**config.mk**
```make
export PLATFORM = sky130hd
export DESIGN_NAME = disc_position_commutator_flat
export DESIGN_NICKNAME = d
export VERILOG_FILES = /design/src/rtl/dpc_pkg.sv /design/src/rtl/dpc_item_if.sv /design/src/rtl/dpc_result_if.sv /design/src/rtl/dpc_cfg_regs.sv /design/src/rtl/dpc_geom.sv /design/src/rtl/dpc_move_ctrl.sv /design/src/rtl/disc_position_commutator.sv /design/src/flat_wrapper.sv
export SDC_FILE = /design/constraint.sdc
export NUM_CORES = 1
export LEC_CHECK = 0
export BUFFER_PORTS_ARGS = -buffer_cell sky130_fd_sc_hd__buf_2
export CORE_AREA = 2 2 188 190
export DETAILED_ROUTE_END_ITERATION = 12
export DIE_AREA = 0 0 190 192
export HOLD_SLACK_MARGIN = 0.02
export PLACE_DENSITY = 0.86
export SLEW_MARGIN = 5
export SYNTH_ARGS = -nofsm -noshare
export SYNTH_HDL_FRONTEND = slang
export SYNTH_SLANG_ARGS = --single-unit
export TNS_END_PERCENT = 100
```
**constraint.sdc**
```tcl
create_clock -name clk -period 7.64 [get_ports clk]
set_input_delay 0.764 -clock clk [delete_from_list [all_inputs] [get_ports clk]]
set_output_delay 0.764 -clock clk [all_outputs]
set_load 0.05 [all_outputs]
```
**src/rtl/dpc_pkg.sv**
```systemverilog
// Shared types, widths and constants for the disc position commutator.
// Used by the channel interfaces and every module of the block.
package dpc_pkg;

  localparam int unsigned ANGLE_W = 12;
  localparam int unsigned ERR_W   = 14;
  localparam int unsigned MAG_W   = 11;
  localparam int unsigned DUTY_W  = 10;
  localparam int unsigned WAIT_W  = 16;
  localparam int unsigned STAT_W  = 4;
  localparam int unsigned TIME_W  = 32;
  localparam int unsigned DEG_W   = 10;
  localparam int unsigned CNT_W   = 8;
  localparam int unsigned PHASE_W = 3;
  localparam int unsigned COMM_W  = 4;
  localparam int unsigned CFG_IDX_W  = 3;
  localparam int unsigned CFG_DATA_W = 20;

  localparam int unsigned PWM_MAX       = 1000;
  localparam int unsigned PWM_HALF      = 500;
  localparam int unsigned START_WAIT_US = 40000;

  localparam int unsigned WRAP_HALF      = 1800;
  localparam int unsigned FULL_TURN      = 3600;
  localparam int unsigned COMMUTE_LIMIT  = 12;
  localparam int unsigned WAIT_NEAR_US   = 30000;
  localparam int unsigned WAIT_MID_US    = 22000;
  localparam int unsigned WAIT_FAR_US    = 15000;
  localparam int unsigned SETTLE_WAIT_US = 10000;
  localparam int unsigned NEAR_TENTHS    = 100;
  localparam int unsigned MID_TENTHS     = 300;
  localparam int unsigned PHASE_STEPS    = 6;
  localparam int unsigned TENTHS_PER_DEG = 10;
  localparam int unsigned MAX_DEGREE     = 360;
  localparam int unsigned CNT_SAT        = 255;

  localparam int unsigned DUTY_STEP = PWM_MAX / PHASE_STEPS;
  localparam logic [DUTY_W-1:0] DUTY_MID  = DUTY_W'(PWM_HALF);
  localparam logic [DUTY_W-1:0] DUTY_HIGH = DUTY_W'(PWM_HALF + DUTY_STEP);
  localparam logic [DUTY_W-1:0] DUTY_LOW  = DUTY_W'(PWM_HALF - DUTY_STEP);

  localparam logic [1:0] MODE_START  = 2'd0;
  localparam logic [1:0] MODE_SAMPLE = 2'd1;
  localparam logic [1:0] MODE_STOP   = 2'd2;

  localparam logic [1:0] DIR_NONE = 2'd2;

  localparam logic [STAT_W-1:0] ST_RUNNING     = 4'd0;
  localparam logic [STAT_W-1:0] ST_SETTLING    = 4'd1;
  localparam logic [STAT_W-1:0] ST_OK          = 4'd2;
  localparam logic [STAT_W-1:0] ST_BAD_TARGET  = 4'd3;
  localparam logic [STAT_W-1:0] ST_SENSOR_BAD  = 4'd4;
  localparam logic [STAT_W-1:0] ST_STOPPED     = 4'd5;
  localparam logic [STAT_W-1:0] ST_OSCILLATION = 4'd6;
  localparam logic [STAT_W-1:0] ST_STALL       = 4'd7;
  localparam logic [STAT_W-1:0] ST_TIMEOUT     = 4'd8;
  localparam logic [STAT_W-1:0] ST_IDLE        = 4'd9;

  localparam logic [CFG_IDX_W-1:0] REG_ANGLE_TOL   = 3'd0;
  localparam logic [CFG_IDX_W-1:0] REG_CONFIRM     = 3'd1;
  localparam logic [CFG_IDX_W-1:0] REG_MAX_REV     = 3'd2;
  localparam logic [CFG_IDX_W-1:0] REG_STALL_MS    = 3'd3;
  localparam logic [CFG_IDX_W-1:0] REG_STALL_MIN   = 3'd4;
  localparam logic [CFG_IDX_W-1:0] REG_TIMEOUT_MS  = 3'd5;
  localparam logic [CFG_IDX_W-1:0] REG_CW_ONLY     = 3'd6;
  localparam logic [CFG_IDX_W-1:0] REG_POS_REVERSE = 3'd7;

  typedef struct packed {
    logic [MAG_W-1:0] angle_tolerance;
    logic [CNT_W-1:0] confirm_count;
    logic [CNT_W-1:0] max_reversals;
    logic [15:0]      stall_check_ms;
    logic [MAG_W-1:0] stall_min_change;
    logic [19:0]      move_timeout_ms;
    logic             cw_only;
    logic             positive_reverse;
  } cfg_t;

  typedef struct packed {
    logic [1:0]         mode;
    logic [DEG_W-1:0]   target_degree;
    logic [ANGLE_W-1:0] angle_tenths;
    logic               angle_valid;
    logic [TIME_W-1:0]  now_ms;
  } item_t;

  typedef struct packed {
    logic [DUTY_W-1:0] u_duty;
    logic [DUTY_W-1:0] v_duty;
    logic [DUTY_W-1:0] w_duty;
    logic [WAIT_W-1:0] wait_us;
    logic [STAT_W-1:0] status;
    logic              finished;
  } result_t;

  typedef struct packed {
    logic               err_pos;
    logic [MAG_W-1:0]   err_mag;
    logic [ANGLE_W-1:0] cw_left;
    logic [MAG_W-1:0]   chg_mag;
  } geom_t;

endpackage

```
**src/rtl/dpc_item_if.sv**
```systemverilog
// Input request channel of the disc position commutator.
// Depends on dpc_pkg for field widths.
interface dpc_item_if;
  logic                        valid;
  logic                        ready;
  logic [1:0]                  mode;
  logic [dpc_pkg::DEG_W-1:0]   target_degree;
  logic [dpc_pkg::ANGLE_W-1:0] angle_tenths;
  logic                        angle_valid;
  logic [dpc_pkg::TIME_W-1:0]  now_ms;

  modport source (
    output valid, mode, target_degree, angle_tenths, angle_valid, now_ms,
    input  ready
  );
  modport sink (
    input  valid, mode, target_degree, angle_tenths, angle_valid, now_ms,
    output ready
  );
endinterface

```
**src/rtl/dpc_result_if.sv**
```systemverilog
// Result channel of the disc position commutator.
// Depends on dpc_pkg for field widths.
interface dpc_result_if;
  logic                       valid;
  logic                       ready;
  logic [dpc_pkg::DUTY_W-1:0] u_duty;
  logic [dpc_pkg::DUTY_W-1:0] v_duty;
  logic [dpc_pkg::DUTY_W-1:0] w_duty;
  logic [dpc_pkg::WAIT_W-1:0] wait_us;
  logic [dpc_pkg::STAT_W-1:0] status;
  logic                       finished;

  modport source (
    output valid, u_duty, v_duty, w_duty, wait_us, status, finished,
    input  ready
  );
  modport sink (
    input  valid, u_duty, v_duty, w_duty, wait_us, status, finished,
    output ready
  );
endinterface

```
**src/rtl/dpc_cfg_regs.sv**
```systemverilog
// Configuration register file, written through a plain write port.
// Depends on dpc_pkg for the register indexes and cfg_t.
module dpc_cfg_regs (
  input  logic                                clk,
  input  logic                                rst,
  input  logic                                cfg_we,
  input  logic [dpc_pkg::CFG_IDX_W-1:0]       cfg_index,
  input  logic [dpc_pkg::CFG_DATA_W-1:0]      cfg_data,
  output dpc_pkg::cfg_t                       cfg
);

  always_ff @(posedge clk) begin
    if (rst) begin
      cfg.angle_tolerance  <= 11'd10;
      cfg.confirm_count    <= 8'd3;
      cfg.max_reversals    <= 8'd4;
      cfg.stall_check_ms   <= 16'd500;
      cfg.stall_min_change <= 11'd5;
      cfg.move_timeout_ms  <= 20'd10000;
      cfg.cw_only          <= 1'b0;
      cfg.positive_reverse <= 1'b0;
    end else if (cfg_we) begin
      case (cfg_index)
        dpc_pkg::REG_ANGLE_TOL:   cfg.angle_tolerance  <= cfg_data[10:0];
        dpc_pkg::REG_CONFIRM:     cfg.confirm_count    <= cfg_data[7:0];
        dpc_pkg::REG_MAX_REV:     cfg.max_reversals    <= cfg_data[7:0];
        dpc_pkg::REG_STALL_MS:    cfg.stall_check_ms   <= cfg_data[15:0];
        dpc_pkg::REG_STALL_MIN:   cfg.stall_min_change <= cfg_data[10:0];
        dpc_pkg::REG_TIMEOUT_MS:  cfg.move_timeout_ms  <= cfg_data[19:0];
        dpc_pkg::REG_CW_ONLY:     cfg.cw_only          <= cfg_data[0];
        dpc_pkg::REG_POS_REVERSE: cfg.positive_reverse <= cfg_data[0];
        default: ;
      endcase
    end
  end

endmodule

```
**src/rtl/dpc_geom.sv**
```systemverilog
// Angle arithmetic: wrapped target error, clockwise remainder, progress change.
// Depends on dpc_pkg for widths, turn constants and geom_t.
module dpc_geom (
  input  logic [dpc_pkg::ANGLE_W-1:0] target_tenths,
  input  logic [dpc_pkg::ANGLE_W-1:0] angle_tenths,
  input  logic [dpc_pkg::ANGLE_W-1:0] progress_ref,
  output dpc_pkg::geom_t              geom
);

  localparam logic signed [dpc_pkg::ERR_W-1:0] HALF_S =
    dpc_pkg::ERR_W'(dpc_pkg::WRAP_HALF);
  localparam logic signed [dpc_pkg::ERR_W-1:0] TURN_S =
    dpc_pkg::ERR_W'(dpc_pkg::FULL_TURN);

  function automatic logic signed [dpc_pkg::ERR_W-1:0] wrap_diff(
    input logic [dpc_pkg::ANGLE_W-1:0] to_a,
    input logic [dpc_pkg::ANGLE_W-1:0] from_a
  );
    logic signed [dpc_pkg::ERR_W-1:0] e;
    e = $signed({2'b00, to_a}) - $signed({2'b00, from_a});
    if (e > HALF_S) begin
      e = e - TURN_S;
    end else if (e < -HALF_S) begin
      e = e + TURN_S;
    end
    return e;
  endfunction

  function automatic logic [dpc_pkg::MAG_W-1:0] abs_mag(
    input logic signed [dpc_pkg::ERR_W-1:0] e
  );
    logic signed [dpc_pkg::ERR_W-1:0] a;
    a = e[dpc_pkg::ERR_W-1] ? -e : e;
    return a[dpc_pkg::MAG_W-1:0];
  endfunction

  logic signed [dpc_pkg::ERR_W-1:0] err;
  logic signed [dpc_pkg::ERR_W-1:0] chg;
  logic signed [dpc_pkg::ERR_W-1:0] cw_raw;
  logic signed [dpc_pkg::ERR_W-1:0] cw_fix;

  always_comb begin
    err    = wrap_diff(target_tenths, angle_tenths);
    chg    = wrap_diff(angle_tenths, progress_ref);
    cw_raw = $signed({2'b00, angle_tenths}) - $signed({2'b00, target_tenths});
    if (cw_raw[dpc_pkg::ERR_W-1]) begin
      cw_fix = cw_raw + TURN_S;
    end else if (cw_raw >= TURN_S) begin
      cw_fix = cw_raw - TURN_S;
    end else begin
      cw_fix = cw_raw;
    end
    geom.err_pos = !err[dpc_pkg::ERR_W-1] && (err != '0);
    geom.err_mag = abs_mag(err);
    geom.cw_left = cw_fix[dpc_pkg::ANGLE_W-1:0];
    geom.chg_mag = abs_mag(chg);
  end

endmodule

```
**src/rtl/dpc_move_ctrl.sv**
```systemverilog
// Move state and per-request decision: settle, commutate, or end the move.
// Depends on dpc_pkg and on dpc_geom for the angle arithmetic.
module dpc_move_ctrl (
  input  logic            clk,
  input  logic            rst,
  input  logic            fire,
  input  dpc_pkg::item_t  it,
  input  dpc_pkg::cfg_t   cfg,
  output dpc_pkg::result_t res
);

  logic                          active, active_next;
  logic                          awaiting_first, awaiting_first_next;
  logic [dpc_pkg::ANGLE_W-1:0]   target_tenths, target_tenths_next;
  logic [dpc_pkg::PHASE_W-1:0]   step_phase, step_phase_next;
  logic [dpc_pkg::COMM_W-1:0]    commutations, commutations_next;
  logic [1:0]                    last_direction, last_direction_next;
  logic [dpc_pkg::CNT_W-1:0]     rev_count, rev_count_next;
  logic [dpc_pkg::CNT_W-1:0]     hit_count, hit_count_next;
  logic [dpc_pkg::TIME_W-1:0]    start_time, start_time_next;
  logic [dpc_pkg::TIME_W-1:0]    check_time, check_time_next;
  logic [dpc_pkg::ANGLE_W-1:0]   progress_ref, progress_ref_next;

  dpc_pkg::geom_t                geom;
  logic [dpc_pkg::TIME_W-1:0]    elapsed, since_check;
  logic                          timed_out, check_due, stalled;
  logic [dpc_pkg::CNT_W-1:0]     hit_inc, rev_inc;
  logic                          rev, reversal;
  logic [dpc_pkg::PHASE_W-1:0]   phase_base, phase, phase_adv;
  logic [dpc_pkg::ANGLE_W-1:0]   drive_mag;
  logic [dpc_pkg::WAIT_W-1:0]    drive_wait;
  logic [dpc_pkg::DUTY_W-1:0]    du, dv, dw;
  logic [dpc_pkg::MAG_W-1:0]     chg_mag;
  logic [dpc_pkg::DEG_W-1:0]     deg_eff;
  logic                          end_now;
  logic [dpc_pkg::STAT_W-1:0]    end_status;

  dpc_geom u_geom (
    .target_tenths (target_tenths),
    .angle_tenths  (it.angle_tenths),
    .progress_ref  (progress_ref),
    .geom          (geom)
  );

  always_comb begin
    elapsed     = it.now_ms - (awaiting_first ? it.now_ms : start_time);
    since_check = it.now_ms - (awaiting_first ? it.now_ms : check_time);
    timed_out   = elapsed >= {12'd0, cfg.move_timeout_ms};
    check_due   = since_check >= {16'd0, cfg.stall_check_ms};
    chg_mag     = awaiting_first ? '0 : geom.chg_mag;
    stalled     = check_due && (chg_mag < cfg.stall_min_change);

    hit_inc = (hit_count < dpc_pkg::CNT_W'(dpc_pkg::CNT_SAT)) ? hit_count + 1'b1 : hit_count;
    rev_inc = (rev_count < dpc_pkg::CNT_W'(dpc_pkg::CNT_SAT)) ?
              rev_count + 1'b1 : rev_count;

    rev      = cfg.cw_only ? 1'b0 :
               (geom.err_pos ? cfg.positive_reverse : !cfg.positive_reverse);
    reversal = !last_direction[1] && (rev != last_direction[0]);

    phase_base = reversal ? '0 : step_phase;
    if (rev && (phase_base != '0)) begin
      phase = dpc_pkg::PHASE_W'(dpc_pkg::PHASE_STEPS) - phase_base;
    end else begin
      phase = phase_base;
    end
    phase_adv = (phase_base + 1'b1 >= dpc_pkg::PHASE_W'(dpc_pkg::PHASE_STEPS)) ?
                '0 : phase_base + 1'b1;

    du = dpc_pkg::DUTY_MID;
    dv = dpc_pkg::DUTY_MID;
    dw = dpc_pkg::DUTY_MID;
    case (phase)
      3'd0: begin du = dpc_pkg::DUTY_HIGH; dv = dpc_pkg::DUTY_LOW; end
      3'd1: begin du = dpc_pkg::DUTY_HIGH; dw = dpc_pkg::DUTY_LOW; end
      3'd2: begin dv = dpc_pkg::DUTY_HIGH; dw = dpc_pkg::DUTY_LOW; end
      3'd3: begin du = dpc_pkg::DUTY_LOW;  dv = dpc_pkg::DUTY_HIGH; end
      3'd4: begin du = dpc_pkg::DUTY_LOW;  dw = dpc_pkg::DUTY_HIGH; end
      default: begin dv = dpc_pkg::DUTY_LOW; dw = dpc_pkg::DUTY_HIGH; end
    endcase

    drive_mag = cfg.cw_only ? geom.cw_left : {1'b0, geom.err_mag};
    if (commutations < dpc_pkg::COMM_W'(dpc_pkg::COMMUTE_LIMIT)) begin
      drive_wait = dpc_pkg::WAIT_W'(dpc_pkg::START_WAIT_US);
    end else if (drive_mag <= dpc_pkg::ANGLE_W'(dpc_pkg::NEAR_TENTHS)) begin
      drive_wait = dpc_pkg::WAIT_W'(dpc_pkg::WAIT_NEAR_US);
    end else if (drive_mag <= dpc_pkg::ANGLE_W'(dpc_pkg::MID_TENTHS)) begin
      drive_wait = dpc_pkg::WAIT_W'(dpc_pkg::WAIT_MID_US);
    end else begin
      drive_wait = dpc_pkg::WAIT_W'(dpc_pkg::WAIT_FAR_US);
    end

    deg_eff = (it.target_degree == dpc_pkg::DEG_W'(dpc_pkg::MAX_DEGREE)) ?
              '0 : it.target_degree;
  end

  always_comb begin
    active_next         = active;
    awaiting_first_next = awaiting_first;
    target_tenths_next  = target_tenths;
    step_phase_next     = step_phase;
    commutations_next   = commutations;
    last_direction_next = last_direction;
    rev_count_next      = rev_count;
    hit_count_next      = hit_count;
    start_time_next     = start_time;
    check_time_next     = check_time;
    progress_ref_next   = progress_ref;
    end_now             = 1'b0;
    end_status          = dpc_pkg::ST_RUNNING;
    res                 = '0;

    case (it.mode)
      dpc_pkg::MODE_START: begin
        if (it.target_degree > dpc_pkg::DEG_W'(dpc_pkg::MAX_DEGREE)) begin
          end_now    = 1'b1;
          end_status = dpc_pkg::ST_BAD_TARGET;
        end else begin
          active_next         = 1'b1;
          awaiting_first_next = 1'b1;
          target_tenths_next  = dpc_pkg::ANGLE_W'(deg_eff) *
                                dpc_pkg::ANGLE_W'(dpc_pkg::TENTHS_PER_DEG);
          step_phase_next     = '0;
          commutations_next   = '0;
          last_direction_next = dpc_pkg::DIR_NONE;
          rev_count_next      = '0;
          hit_count_next      = '0;
          res.status          = dpc_pkg::ST_RUNNING;
        end
      end
      dpc_pkg::MODE_STOP: begin
        active_next         = 1'b0;
        awaiting_first_next = 1'b0;
        res.status          = dpc_pkg::ST_STOPPED;
        res.finished        = active;
      end
      dpc_pkg::MODE_SAMPLE: begin
        if (!active) begin
          res.status = dpc_pkg::ST_IDLE;
        end else if (awaiting_first && !it.angle_valid) begin
          end_now    = 1'b1;
          end_status = dpc_pkg::ST_SENSOR_BAD;
        end else begin
          if (awaiting_first) begin
            awaiting_first_next = 1'b0;
            start_time_next     = it.now_ms;
            check_time_next     = it.now_ms;
            progress_ref_next   = it.angle_tenths;
          end
          if (timed_out) begin
            end_now    = 1'b1;
            end_status = dpc_pkg::ST_TIMEOUT;
          end else if (!it.angle_valid) begin
            end_now    = 1'b1;
            end_status = dpc_pkg::ST_SENSOR_BAD;
          end else if (geom.err_mag <= cfg.angle_tolerance) begin
            hit_count_next = hit_inc;
            if (hit_inc >= cfg.confirm_count) begin
              end_now    = 1'b1;
              end_status = dpc_pkg::ST_OK;
            end else begin
              res.wait_us = dpc_pkg::WAIT_W'(dpc_pkg::SETTLE_WAIT_US);
              res.status  = dpc_pkg::ST_SETTLING;
            end
          end else begin
            hit_count_next = '0;
            if (reversal) begin
              rev_count_next  = rev_inc;
              step_phase_next = '0;
            end
            if (reversal && (rev_inc >= cfg.max_reversals)) begin
              end_now    = 1'b1;
              end_status = dpc_pkg::ST_OSCILLATION;
            end else begin
              last_direction_next = {1'b0, rev};
              step_phase_next     = phase_adv;
              if (commutations < dpc_pkg::COMM_W'(dpc_pkg::COMMUTE_LIMIT)) begin
                commutations_next = commutations + 1'b1;
              end
              if (stalled) begin
                end_now    = 1'b1;
                end_status = dpc_pkg::ST_STALL;
              end else begin
                if (check_due) begin
                  progress_ref_next = it.angle_tenths;
                  check_time_next   = it.now_ms;
                end
                res.u_duty  = du;
                res.v_duty  = dv;
                res.w_duty  = dw;
                res.wait_us = drive_wait;
                res.status  = dpc_pkg::ST_RUNNING;
              end
            end
          end
        end
      end
      default: begin
        res.status = active ? dpc_pkg::ST_RUNNING : dpc_pkg::ST_IDLE;
      end
    endcase

    if (end_now) begin
      active_next         = 1'b0;
      awaiting_first_next = 1'b0;
      res                 = '0;
      res.status          = end_status;
      res.finished        = 1'b1;
    end
  end

  always_ff @(posedge clk) begin
    if (rst) begin
      active         <= 1'b0;
      awaiting_first <= 1'b0;
      target_tenths  <= '0;
      step_phase     <= '0;
      commutations   <= '0;
      last_direction <= dpc_pkg::DIR_NONE;
      rev_count      <= '0;
      hit_count      <= '0;
      start_time     <= '0;
      check_time     <= '0;
      progress_ref   <= '0;
    end else if (fire) begin
      active         <= active_next;
      awaiting_first <= awaiting_first_next;
      target_tenths  <= target_tenths_next;
      step_phase     <= step_phase_next;
      commutations   <= commutations_next;
      last_direction <= last_direction_next;
      rev_count      <= rev_count_next;
      hit_count      <= hit_count_next;
      start_time     <= start_time_next;
      check_time     <= check_time_next;
      progress_ref   <= progress_ref_next;
    end
  end

endmodule

```
**src/rtl/disc_position_commutator.sv**
```systemverilog
// Top level of the disc position commutator: request register, move control, result register.
// Depends on dpc_pkg, dpc_item_if, dpc_result_if, dpc_cfg_regs and dpc_move_ctrl.
//
// Each request (start, angle sample or stop) yields exactly one result through the request and
// result registers. A new request is taken every cycle while the result side keeps draining.
// The request register feeds one pass of compare and select logic whose outcome updates the
// move state and loads the result register at the same edge, so back-to-back samples see each
// other's state. Configuration writes take effect at the next edge and belong in idle periods.
module disc_position_commutator (
  input  logic                           clk,
  input  logic                           rst,
  dpc_item_if.sink                       item,
  dpc_result_if.source                   result,
  input  logic                           cfg_we,
  input  logic [dpc_pkg::CFG_IDX_W-1:0]  cfg_index,
  input  logic [dpc_pkg::CFG_DATA_W-1:0] cfg_data
);

  dpc_pkg::cfg_t    cfg;
  dpc_pkg::item_t   it_q;
  dpc_pkg::result_t res_comb, res_q;
  logic             it_v, res_v;
  logic             advance, fire;

  assign advance    = !res_v || result.ready;
  assign fire       = it_v && advance;
  assign item.ready = !it_v || advance;

  dpc_cfg_regs u_cfg (
    .clk       (clk),
    .rst       (rst),
    .cfg_we    (cfg_we),
    .cfg_index (cfg_index),
    .cfg_data  (cfg_data),
    .cfg       (cfg)
  );

  dpc_move_ctrl u_ctrl (
    .clk  (clk),
    .rst  (rst),
    .fire (fire),
    .it   (it_q),
    .cfg  (cfg),
    .res  (res_comb)
  );

  always_ff @(posedge clk) begin
    if (rst) begin
      it_v <= 1'b0;
    end else if (item.ready) begin
      it_v <= item.valid;
    end
  end

  always_ff @(posedge clk) begin
    if (item.valid && item.ready) begin
      it_q.mode          <= item.mode;
      it_q.target_degree <= item.target_degree;
      it_q.angle_tenths  <= item.angle_tenths;
      it_q.angle_valid   <= item.angle_valid;
      it_q.now_ms        <= item.now_ms;
    end
  end

  always_ff @(posedge clk) begin
    if (rst) begin
      res_v <= 1'b0;
    end else if (fire) begin
      res_v <= 1'b1;
    end else if (result.ready) begin
      res_v <= 1'b0;
    end
  end

  always_ff @(posedge clk) begin
    if (fire) begin
      res_q <= res_comb;
    end
  end

  assign result.valid    = res_v;
  assign result.u_duty   = res_q.u_duty;
  assign result.v_duty   = res_q.v_duty;
  assign result.w_duty   = res_q.w_duty;
  assign result.wait_us  = res_q.wait_us;
  assign result.status   = res_q.status;
  assign result.finished = res_q.finished;

endmodule
```
**src/flat_wrapper.sv**
```systemverilog
// flat-port wrapper written by rule: the top's interface ports become plain ports
module disc_position_commutator_flat 
  (clk, rst, cfg_we, cfg_index, cfg_data, item_valid, item_mode, item_target_degree, item_angle_tenths, item_angle_valid, item_now_ms, item_ready, result_valid, result_u_duty, result_v_duty, result_w_duty, result_wait_us, result_status, result_finished, result_ready);
  dpc_item_if item_i ();
  dpc_result_if result_i ();
  input  logic clk;
  input  logic rst;
  input  logic cfg_we;
  input  logic [dpc_pkg::CFG_IDX_W-1:0] cfg_index;
  input  logic [dpc_pkg::CFG_DATA_W-1:0] cfg_data;
  input wire logic [$bits(item_i.valid)-1:0] item_valid;
  input wire logic [$bits(item_i.mode)-1:0] item_mode;
  input wire logic [$bits(item_i.target_degree)-1:0] item_target_degree;
  input wire logic [$bits(item_i.angle_tenths)-1:0] item_angle_tenths;
  input wire logic [$bits(item_i.angle_valid)-1:0] item_angle_valid;
  input wire logic [$bits(item_i.now_ms)-1:0] item_now_ms;
  output wire logic [$bits(item_i.ready)-1:0] item_ready;
  output wire logic [$bits(result_i.valid)-1:0] result_valid;
  output wire logic [$bits(result_i.u_duty)-1:0] result_u_duty;
  output wire logic [$bits(result_i.v_duty)-1:0] result_v_duty;
  output wire logic [$bits(result_i.w_duty)-1:0] result_w_duty;
  output wire logic [$bits(result_i.wait_us)-1:0] result_wait_us;
  output wire logic [$bits(result_i.status)-1:0] result_status;
  output wire logic [$bits(result_i.finished)-1:0] result_finished;
  input wire logic [$bits(result_i.ready)-1:0] result_ready;
  assign item_i.valid = item_valid;
  assign item_i.mode = item_mode;
  assign item_i.target_degree = item_target_degree;
  assign item_i.angle_tenths = item_angle_tenths;
  assign item_i.angle_valid = item_angle_valid;
  assign item_i.now_ms = item_now_ms;
  assign item_ready = item_i.ready;
  assign result_valid = result_i.valid;
  assign result_u_duty = result_i.u_duty;
  assign result_v_duty = result_i.v_duty;
  assign result_w_duty = result_i.w_duty;
  assign result_wait_us = result_i.wait_us;
  assign result_status = result_i.status;
  assign result_finished = result_i.finished;
  assign result_i.ready = result_ready;
  disc_position_commutator u_core (.clk(clk), .rst(rst), .item(item_i), .result(result_i), .cfg_we(cfg_we), .cfg_index(cfg_index), .cfg_data(cfg_data));
endmodule
```
==> impl_metrics.toml, run 1 <==
[power_and_ir_drop]
peakVddDrop_v = 0.000182
cellPowerDensity_nw_per_um2 = 189
power.total_mw = 4.37
p_leak_nw = 9.48

[worst_setup_path]
rr_endpoint = "u_core.u_ctrl.check_time[13]$_SDFFE_PP0P_"
cp-start-kind = "flip-flop"
cp-end-kind = "flip-flop"
rrSetupSlack_ns = 0.55
cp_common_cell = "a21o_1"
reg2reg_from = "u_core.it_q[33]$_DFFE_PP_"
crit_cells = 33
cpPeakStageDelay_ns = 0.48
cp_top_family = "compound AO/OA/AOI/OAI gates"
reg2reg_depth = 33
crit_buf_inv = 4
slowest_stage = "edfxtp_1"
crit_fanout = 25
required_ns = 8.05
arrival_ns = 7.50
path_class = "flip-flop to flip-flop"

[logic_synthesis]
synthFlopType = "dfxtp_1"
synthesis.area_sq_um = 21100
yosys_warnings = 0
synth-edff-count = 89
synth_cell_types = 116
netlist_instances = 2471
seq_area_frac_synth_pct = 30.9
synth-async-reset-ratio_pct = 0
synth_area_per_cell_sq_um = 8.54
ys_ff_latch = 281

[detailed_routing]
postRouteWirelength_mm = 52.4
dr_total_vias = 18300
drt_iter0_markers = 1280
drt_first_pass_iters = 8
wl_per_cell_um = 17.3
drc = 0
ant_nets = 0
via_per_inst = 6.07

[floorplanning]
die_area_sq_um = 36500
ios = 138
initial_utilization_pct = 61.6
coreArea_sq_um = 34300
fp.dieW_um = 190
die_h_um = 192
num_rows = 68

[sta]
finalMaxSlewViolations = 0
rsz0062_at_grt = "yes"
whs_ns = 0.383
setup_slack_ns = 0.545
skew_ns = 0.0309
hold_viol = 0
max_slew_margin_pct = 15.5
post-route-period-util_pct = 92.9
fmax_mhz = 141
worstMarginPinSlew_ns = 1.24
setup_viol = 0
finalCriticalPeriod_ns = 7.09

[outcome]
status = "complete, no violations"

[clock_network]
cts_made_buffers = 34
clk_latency_ns = 0.55
cts_tree = "yes"
cts-root-buf = "clkbuf_16"
cts_buffer_depth = 3
clk_pin_slew_worst_paths_ns = 0.06
h-tree-depth = 2
postCtsHoldBufs = 0
cts_sinks = 281

[hold_path]
min_path_cells = 1
hp-class = "input port to flip-flop"
min_from = "item_now_ms[15]"
whs_endpoint = "u_core.it_q[15]$_DFFE_PP_"

[place]
dp.cells = 2960
io_buffers = 131
dp_slack_ns = 0.549
placed_area_sq_um = 21900
place.gp.congestion = 0.948
dp_hpwl_mm = 38.9

[grt]
grt_max_degree = 114
grt_util_all_layers_pct = 28.5
grt_pass1_wl_mm = 85.2
antenna_found_initial = 3
overflow = 0
grt_pass1_vias = 17400

[flow_run]
drv_cap = 0

[cells_and_area]
fin_area_sq_um = 23100
multiInputGateArea_sq_um = 13400
area_growth_pct = 9.42
final-instance-count-excl-fill = 3023
seq_area_sq_um = 6520
n_fill_cell = 2723
drive_gt1_share_pct = 10.9
fin_nets = 2839
synthesized netlist by cell type, types with 24 or more instances:
library cell	instances	area (sq um)
xor2_1	45	394
a21o_1	85	638
a21oi_1	176	881
nor2_1	231	867
buf_4	24	180
xnor2_1	79	692
a211oi_1	45	338
nor2b_1	28	175
edfxtp_1	89	2670
inv_1	176	661
nand4_1	29	181
o21a_1	32	240
nand2_1	258	968
mux2i_1	127	1270
ha_1	207	2590
nand3_1	58	290
clkbuf_1	74	278
nand2b_1	26	163
o21ai_0	75	375
nor3_1	44	220
dfxtp_1	192	3840
worst max-delay path by stage:
stage / start / to
floorplan: u_core.it_q[34]$_DFFE_PP_ / u_core.result.wait_us[6]$_SDFFCE_PP0P_
global placement: u_core.it_q[33]$_DFFE_PP_ / u_core.u_ctrl.check_time[18]$_SDFFE_PP0P_
detailed placement: u_core.it_q[33]$_DFFE_PP_ / u_core.u_ctrl.check_time[13]$_SDFFE_PP0P_
CTS: u_core.it_q[33]$_DFFE_PP_ / u_core.u_ctrl.check_time[13]$_SDFFE_PP0P_
global route: u_core.it_q[33]$_DFFE_PP_ / u_core.u_ctrl.progress_ref[3]$_SDFFE_PP0P_
finish: u_core.it_q[33]$_DFFE_PP_ / u_core.u_ctrl.check_time[13]$_SDFFE_PP0P_
report_power, final:
group | internal [mW] | switching (mW) | leakage [nW] | total [mW]
clock network | 1.02 | 0.650 | 0.566 | 1.67
registers | 1.58 | 0.0391 | 2.41 | 1.62
logic | 0.420 | 0.655 | 6.50 | 1.07
total | 3.02 | 1.34 | 9.48 | 4.37
registers in the layout, indices dropped and copies added, names as in the netlist, 2 cells and up:
register	cells
u_core.u_ctrl.start_time	32
u_core.u_ctrl.commutations	4
u_core.result.w_duty	5
u_core.u_ctrl.check_time	32
u_core.result.u_duty	5
u_core.u_ctrl.step_phase	3
u_core.result.v_duty	5
u_core.result.wait_us	12
u_core.result.status	4
u_core.u_cfg.cfg	76
u_core.u_ctrl.last_direction	2
u_core.u_ctrl.rev_count	8
u_core.it_q	57
u_core.u_ctrl.hit_count	8
u_core.u_ctrl.target_tenths	11
u_core.u_ctrl.progress_ref	12
layer usage:
layer / routed length [um] / global-route usage (%) / up-vias
li1: - / - / 8957
met4: 1530 / 9.99 / 6
met1: 23500 / 38.4 / 8627
met2: 23800 / 46.1 / 627
met5: 41 / 0 / -
met3: 3610 / 4.97 / 127
worst reg2reg max path: cells and delay by family, from the launching register on:
kind | cells | cell delay (ns)
buffers and inverters | 4 | 0.76
AND/OR/NAND/NOR | 5 | 0.90
AO/OA/AOI/OAI | 19 | 3.48
flip-flops | 1 | 0.48
multiplexers | 2 | 0.49
adder cells (fa/ha/maj) | 3 | 0.87
repair_timing:
action                                  4_1_cts  5_1_grt
setup buffers                                 0        0
endpoints found under the setup margin        0       68
resized for setup                             0        4
cell usage in the layout (no fill, tap or decap), drive strengths merged, types with 21 or more instances in the layout:
master    n
nand2   259
nor2    232
ha      207
dfxtp   192
a21oi   184
inv     177
buf     153
mux2i   128
edfxtp   89
a21o     85
o21ai    83
xnor2    80
nand3    59
clkbuf   49
a211oi   46
xor2     45
nor3     45
o21a     33
nand4    29
nor2b    28
nand2b   27
a31oi    24
o211ai   21
through the flow:
step / setup TNS [ns] / util [%]
2_1_floorplan: 0 / -
3_3_place_gp: 0 / 63.9
3_5_place_dp: 0 / 63.9
4_1_cts: 0 / 67.3
5_1_grt: -0.00481 / 67.4
6_report: 0 / 67.4
final cells by class:
type | instances | area share [%]
Sequential cell | 281 | 28.2
Multi-Input combinational cell | 1894 | 57.8
Clock buffer | 49 | 4.38
Timing Repair Buffer | 153 | 3.60
Clock inverter | 13 | 0.623
Tap cell | 455 | 2.46
Antenna cell | 1 | 0.0108
Inverter | 177 | 2.88
kinds of logic after synthesis:
kind of cell / Yosys count / share of synthesized area [%]
and+or+nand+nor: 792 / 17.7
AOI/OAI and AO/OA: 621 / 20.5
buffers and inverters: 301 / 6.12
DFF: 281 / 30.9
adders and majority gates: 213 / 12.8
muxes: 137 / 6.63
xor gates and xnor gates: 125 / 5.27
other: 1 / 0.0178
No activity file was read; power rests on OpenSTA's default activity.
==> run 2: changes to the inputs <==
--- a/config.mk
+++ b/config.mk
@@ -6,9 +6,9 @@
 export NUM_CORES = 1
 export LEC_CHECK = 0
 export BUFFER_PORTS_ARGS = -buffer_cell sky130_fd_sc_hd__buf_2
-export CORE_AREA = 2 2 188 190
+export CORE_AREA = 4 4 226 162
 export DETAILED_ROUTE_END_ITERATION = 12
-export DIE_AREA = 0 0 190 192
+export DIE_AREA = 0 0 230 166
 export HOLD_SLACK_MARGIN = 0.02
 export PLACE_DENSITY = 0.86
 export SLEW_MARGIN = 5
==> impl_metrics.toml, run 2 (synthesized netlist as in run 1, its figures left out) <==
[detailed_routing]
drt_first_pass_iters = 5
drc = 0
postRouteWirelength_mm = 54.4
wl_per_cell_um = 17.9
dr_total_vias = 18500
via_per_inst = 6.09
ant_nets = 0
drt_iter0_markers = 1874

[clock_network]
cts_sinks = 281
cts-root-buf = "clkbuf_16"
cts_buffer_depth = 3
h-tree-depth = 1
cts_made_buffers = 29
clk_pin_slew_worst_paths_ns = 0.07
postCtsHoldBufs = 0
clk_latency_ns = 0.57
cts_tree = "yes"

[cells_and_area]
mostFrequentLayoutCell = "nand2_1"
layout_common_cells = "258 x nand2_1, 230 x nor2_1, 207 x ha_1"
largest_register_ffs = 76
top_register = "u_core.u_cfg.cfg"
area_growth_pct = 8.97
reg.largest.list = "u_core.u_cfg.cfg (76), u_core.it_q (57)"
n_fill_cell = 2776
drive_gt1_share_pct = 10.8
fin_nets = 2840

[sta]
setup_tns_ns = 0
hold_viol = 0
rsz0062_at_grt = "no"
finalCriticalPeriod_ns = 7.14
max_slew_margin_pct = 21.1
skew_ns = 0.0232
post-route-period-util_pct = 93.4
setup_viol = 0
fmax_mhz = 140
worstMarginPinSlew_ns = 1.18
whs_ns = 0.370
finalMaxSlewViolations = 0

[worst_setup_path]
slowest_stage = "dfxtp_4"
critPathLaunch = "u_core.u_ctrl.awaiting_first$_SDFFE_PP0P_"
cp-end-kind = "flip-flop"
path_class = "flip-flop to flip-flop"
cp_common_cell = "o21ai_0"
crit_fanout = 23
arrival_ns = 7.54
cp-start-kind = "flip-flop"
required_ns = 8.04
cpPeakStageDelay_ns = 0.61
reg2reg_from = "u_core.u_ctrl.awaiting_first$_SDFFE_PP0P_"

[grt]
overflow = 0
antenna_found_initial = 5
grt_pass1_vias = 17200
grt_util_all_layers_pct = 26.8
grt_pass1_wl_mm = 86.7
grt_max_degree = 104

[power_and_ir_drop]
p_leak_nw = 9.43
cellPowerDensity_nw_per_um2 = 181
peakVddDrop_v = 0.000176

[floorplanning]
die_h_um = 166
initial_utilization_pct = 61.4
coreArea_sq_um = 34400
ios = 138
die_area_sq_um = 38200
fp.dieW_um = 230
num_rows = 57

[hold_path]
hp-class = "input port to flip-flop"
min_from = "item_now_ms[22]"

[place]
io_buffers = 131
place.gp.congestion = 0.962
dp_hpwl_mm = 40.9

[outcome]
status = "complete, no violations"

[flow_run]
drv_cap = 0
-- run 2: worst max-delay path, delay by kind of cell, from the launching register on --
kind	cells	cell delay, ns
AOI/OAI and AO/OA	12	2.81
xor gates and xnor gates	1	0.15
muxes	1	0.19
buffers and inverters	5	0.85
and+or+nand+nor	8	1.34
adders and majority gates	3	0.91
DFF	1	0.61
-- run 2: area by class of cell --
class / instances / area [sq um] / area share, %
inverter: 177 / 664 / 2.89
sequential: 281 / 6520 / 28.3
timing repair buffer: 159 / 902 / 3.92
tap: 472 / 591 / 2.57
clock inverter: 11 / 131 / 0.571
antenna: 5 / 12.5 / 0.0544
multi-input combinational: 1894 / 13400 / 58.1
clock buffer: 42 / 825 / 3.58
-- run 2: per-stage QoR --
stage | util (%) | std cells | power [mW] | worst slack, ns | area, sq um
floorplan | - | 2476 | 2.45 | 1.27 | 21100
global placement | 64.0 | 2982 | 2.67 | 0.618 | 22000
finish | 66.9 | 3041 | 4.16 | 0.504 | 23000
CTS | 66.8 | 3035 | 4.15 | 0.317 | 23000
detailed placement | 64.0 | 2982 | 2.71 | 0.410 | 22000
global route | 66.9 | 3041 | 4.36 | 0.0912 | 23000
-- run 2: path summary, 6_finish.rpt --
check                                                                   end  slack, ns  depth (start not counted)
worst max-delay path            u_core.u_ctrl.progress_ref[11]$_SDFFE_PP0P_       0.50                         30
worst min-delay path                              u_core.it_q[22]$_DFFE_PP_       0.37                          1
worst max register to register  u_core.u_ctrl.progress_ref[11]$_SDFFE_PP0P_       0.50                         30
worst min register to register            u_core.u_cfg.cfg[28]$_SDFFE_PP0P_       0.45                          2
-- run 2: timing repair --
item | CTS | global route
endpoints found under the setup margin | 0 | 70
setup buffers | 0 | 0
resized for setup | 0 | 8
-- run 2: metal layers --
layer | track usage, % | up-vias | share of wire [%]
met5 | 0 | - | 0
met4 | 6.20 | 0 | 2.2
met3 | 4.84 | 91 | 8.2
met2 | 41.7 | 713 | 44
met1 | 38.9 | 8744 | 46
li1 | - | 8966 | -
-- run 2: where the power goes --
part / total [mW] / switching (mW) / internal, mW / leakage [nW]
clock: 1.44 / 0.596 / 0.846 / 0.472
sequential: 1.62 / 0.0387 / 1.58 / 2.41
combinational: 1.10 / 0.678 / 0.423 / 6.54
total: 4.16 / 1.31 / 2.85 / 9.43
==> run 3: changes to the inputs <==
--- a/config.mk
+++ b/config.mk
@@ -6,11 +6,11 @@
 export NUM_CORES = 1
 export LEC_CHECK = 0
 export BUFFER_PORTS_ARGS = -buffer_cell sky130_fd_sc_hd__buf_2
-export CORE_AREA = 4 4 226 162
+export CORE_AREA = 4 4 218 156
 export DETAILED_ROUTE_END_ITERATION = 12
-export DIE_AREA = 0 0 230 166
+export DIE_AREA = 0 0 222 160
 export HOLD_SLACK_MARGIN = 0.02
-export PLACE_DENSITY = 0.86
+export PLACE_DENSITY = 0.91
 export SLEW_MARGIN = 5
 export SYNTH_ARGS = -nofsm -noshare
 export SYNTH_HDL_FRONTEND = slang
==> constraint.sdc (replaced) <==
create_clock -name clk -period 8.85 [get_ports clk]
set_input_delay 0.885 -clock clk [delete_from_list [all_inputs] [get_ports clk]]
set_output_delay 0.885 -clock clk [all_outputs]
set_load 0.05 [all_outputs]
==> impl_metrics.toml, run 3 (synthesized netlist as in run 1, its figures left out) <==
[outcome]
status = "complete, no violations"

[clock_network]
cts_made_buffers = 28
cts_buffer_depth = 3
cts_tree = "yes"
clk_latency_ns = 0.57
h-tree-depth = 1
cts_setup_buffers = 0
postCtsHoldBufs = 0
clk_pin_slew_worst_paths_ns = 0.07
cts_sinks = 281
cts_resized = 0
cts-root-buf = "clkbuf_16"

[sta]
rsz0062_at_grt = "no"
post-route-period-util_pct = 88.8
fmax_mhz = 127
setup_viol = 0
worstMarginPinSlew_ns = 1.17
setup_tns_ns = 0
hold_viol = 0
finalCriticalPeriod_ns = 7.86
skew_ns = 0.0124
max_slew_margin_pct = 21.9
setup_slack_ns = 0.992
whs_ns = 0.455
finalMaxSlewViolations = 0

[detailed_routing]
drc = 0
wl_per_cell_um = 18.6
dr_total_vias = 18900
drt_iter0_markers = 2149
drt_first_pass_iters = 11
postRouteWirelength_mm = 55.6
via_per_inst = 6.33
ant_nets = 0

[power_and_ir_drop]
cellPowerDensity_nw_per_um2 = 158
peakVddDrop_v = 0.000170
p_leak_nw = 9.37
switching_power_mw = 1.17
comb_power_share_pct = 26.2
p_clk_share_pct = 35.1
switching_share_pct = 32.3
p_int_mw = 2.45
power_frac_seq_pct = 38.7

[cells_and_area]
reg.largest.list = "u_core.u_cfg.cfg (76), u_core.it_q (57)"
n_fill_cell = 2427
mostFrequentLayoutCell = "nand2_1"
largest_register_ffs = 76
fin_nets = 2831
layout_common_cells = "258 x nand2_1, 231 x nor2_1, 207 x ha_1"
drive_gt1_share_pct = 10.5
area_growth_pct = 8.29
top_register = "u_core.u_cfg.cfg"

[floorplanning]
fp.dieW_um = 222
ios = 138
initial_utilization_pct = 66.1
die_h_um = 160
num_rows = 55
coreArea_sq_um = 31900
die_area_sq_um = 35500

[place]
dp_hpwl_mm = 41.1
dp_slack_ns = 1.27
io_buffers = 131
place.gp.congestion = 0.966

[grt]
overflow = 0
grt_pass1_wl_mm = 89.2
grt_pass1_vias = 17800
grt_util_all_layers_pct = 29.6
antenna_found_initial = 3
grt_max_degree = 104

[worst_setup_path]
crit_fanout = 32
required_ns = 9.27
cp-start-kind = "flip-flop"
cp_common_cell = "a21o_1"
slowest_stage = "o21ai_4"
cpPeakStageDelay_ns = 0.55
arrival_ns = 8.27
path_class = "flip-flop to flip-flop"
cp-end-kind = "flip-flop"

[flow_run]
drv_cap = 0

[hold_path]
hp-class = "flip-flop to flip-flop"
run 3: cell type report:
| type | count | area (sq um) | area share (%) |
|---|---|---|---|
| inverters | 177 | 664 | 2.91 |
| diodes | 3 | 7.51 | 0.0328 |
| clock inverters | 18 | 184 | 0.804 |
| repair buffers | 151 | 821 | 3.59 |
| flip-flops and latches | 281 | 6520 | 28.5 |
| well taps | 427 | 534 | 2.34 |
| multi-input cells | 1894 | 13300 | 58.4 |
| clock buffers | 34 | 786 | 3.44 |
run 3: routing by layer:
| metal | up-vias | global-route usage [%] | wire [um] |
|---|---|---|---|
| li1 | 8942 | - | - |
| met1 | 8941 | 42.1 | 24500 |
| met2 | 875 | 46.4 | 24500 |
| met3 | 143 | 5.29 | 4940 |
| met4 | 0 | 8.79 | 1650 |
| met5 | - | 0 | 0 |
run 3: path summary, 6_finish.rpt:
| path | from | to | slack [ns] | cells after the start |
|---|---|---|---|---|
| max | u_core.it_q[34]$_DFFE_PP_ | u_core.u_ctrl.check_time[21]$_SDFFE_PP0P_ | 0.99 | 33 |
| min | u_core.u_cfg.cfg[18]$_SDFFE_PP0P_ | u_core.u_cfg.cfg[18]$_SDFFE_PP0P_ | 0.46 | 2 |
| max reg2reg | u_core.it_q[34]$_DFFE_PP_ | u_core.u_ctrl.check_time[21]$_SDFFE_PP0P_ | 0.99 | 33 |
| min reg2reg | u_core.u_cfg.cfg[18]$_SDFFE_PP0P_ | u_core.u_cfg.cfg[18]$_SDFFE_PP0P_ | 0.46 | 2 |
run 3: metrics by stage:
stage	power [mW]	cell area, sq um	std cells	utilization (%)
2_1_floorplan	2.11	21100	2476	-
3_3_place_gp	2.30	21900	2930	68.5
3_5_place_dp	2.34	21900	2930	68.5
4_1_cts	3.61	22900	2982	71.6
5_1_grt	3.78	22900	2985	71.6
6_report	3.62	22900	2985	71.6
run 3: worst max-delay path, delay by kind of cell, from the launching register on:
kind / cells / cell delay, ns
buf+inv: 3 / 0.67
compound gates: 18 / 4.06
flops: 1 / 0.49
simple gates: 7 / 1.13
mux: 2 / 0.45
fa+ha+maj: 3 / 0.83
run 3: power groups by stage:
stage | Combinational [mW] | Clock, mW | Sequential (mW)
after CTS | 0.928 | 1.28 | 1.40
after floorplan | 0.677 | 0 | 1.43
after detailed placement | 0.917 | 0 | 1.43
after global routing | 1.04 | 1.34 | 1.40
final | 0.950 | 1.27 | 1.40
after global placement | 0.879 | 0 | 1.43
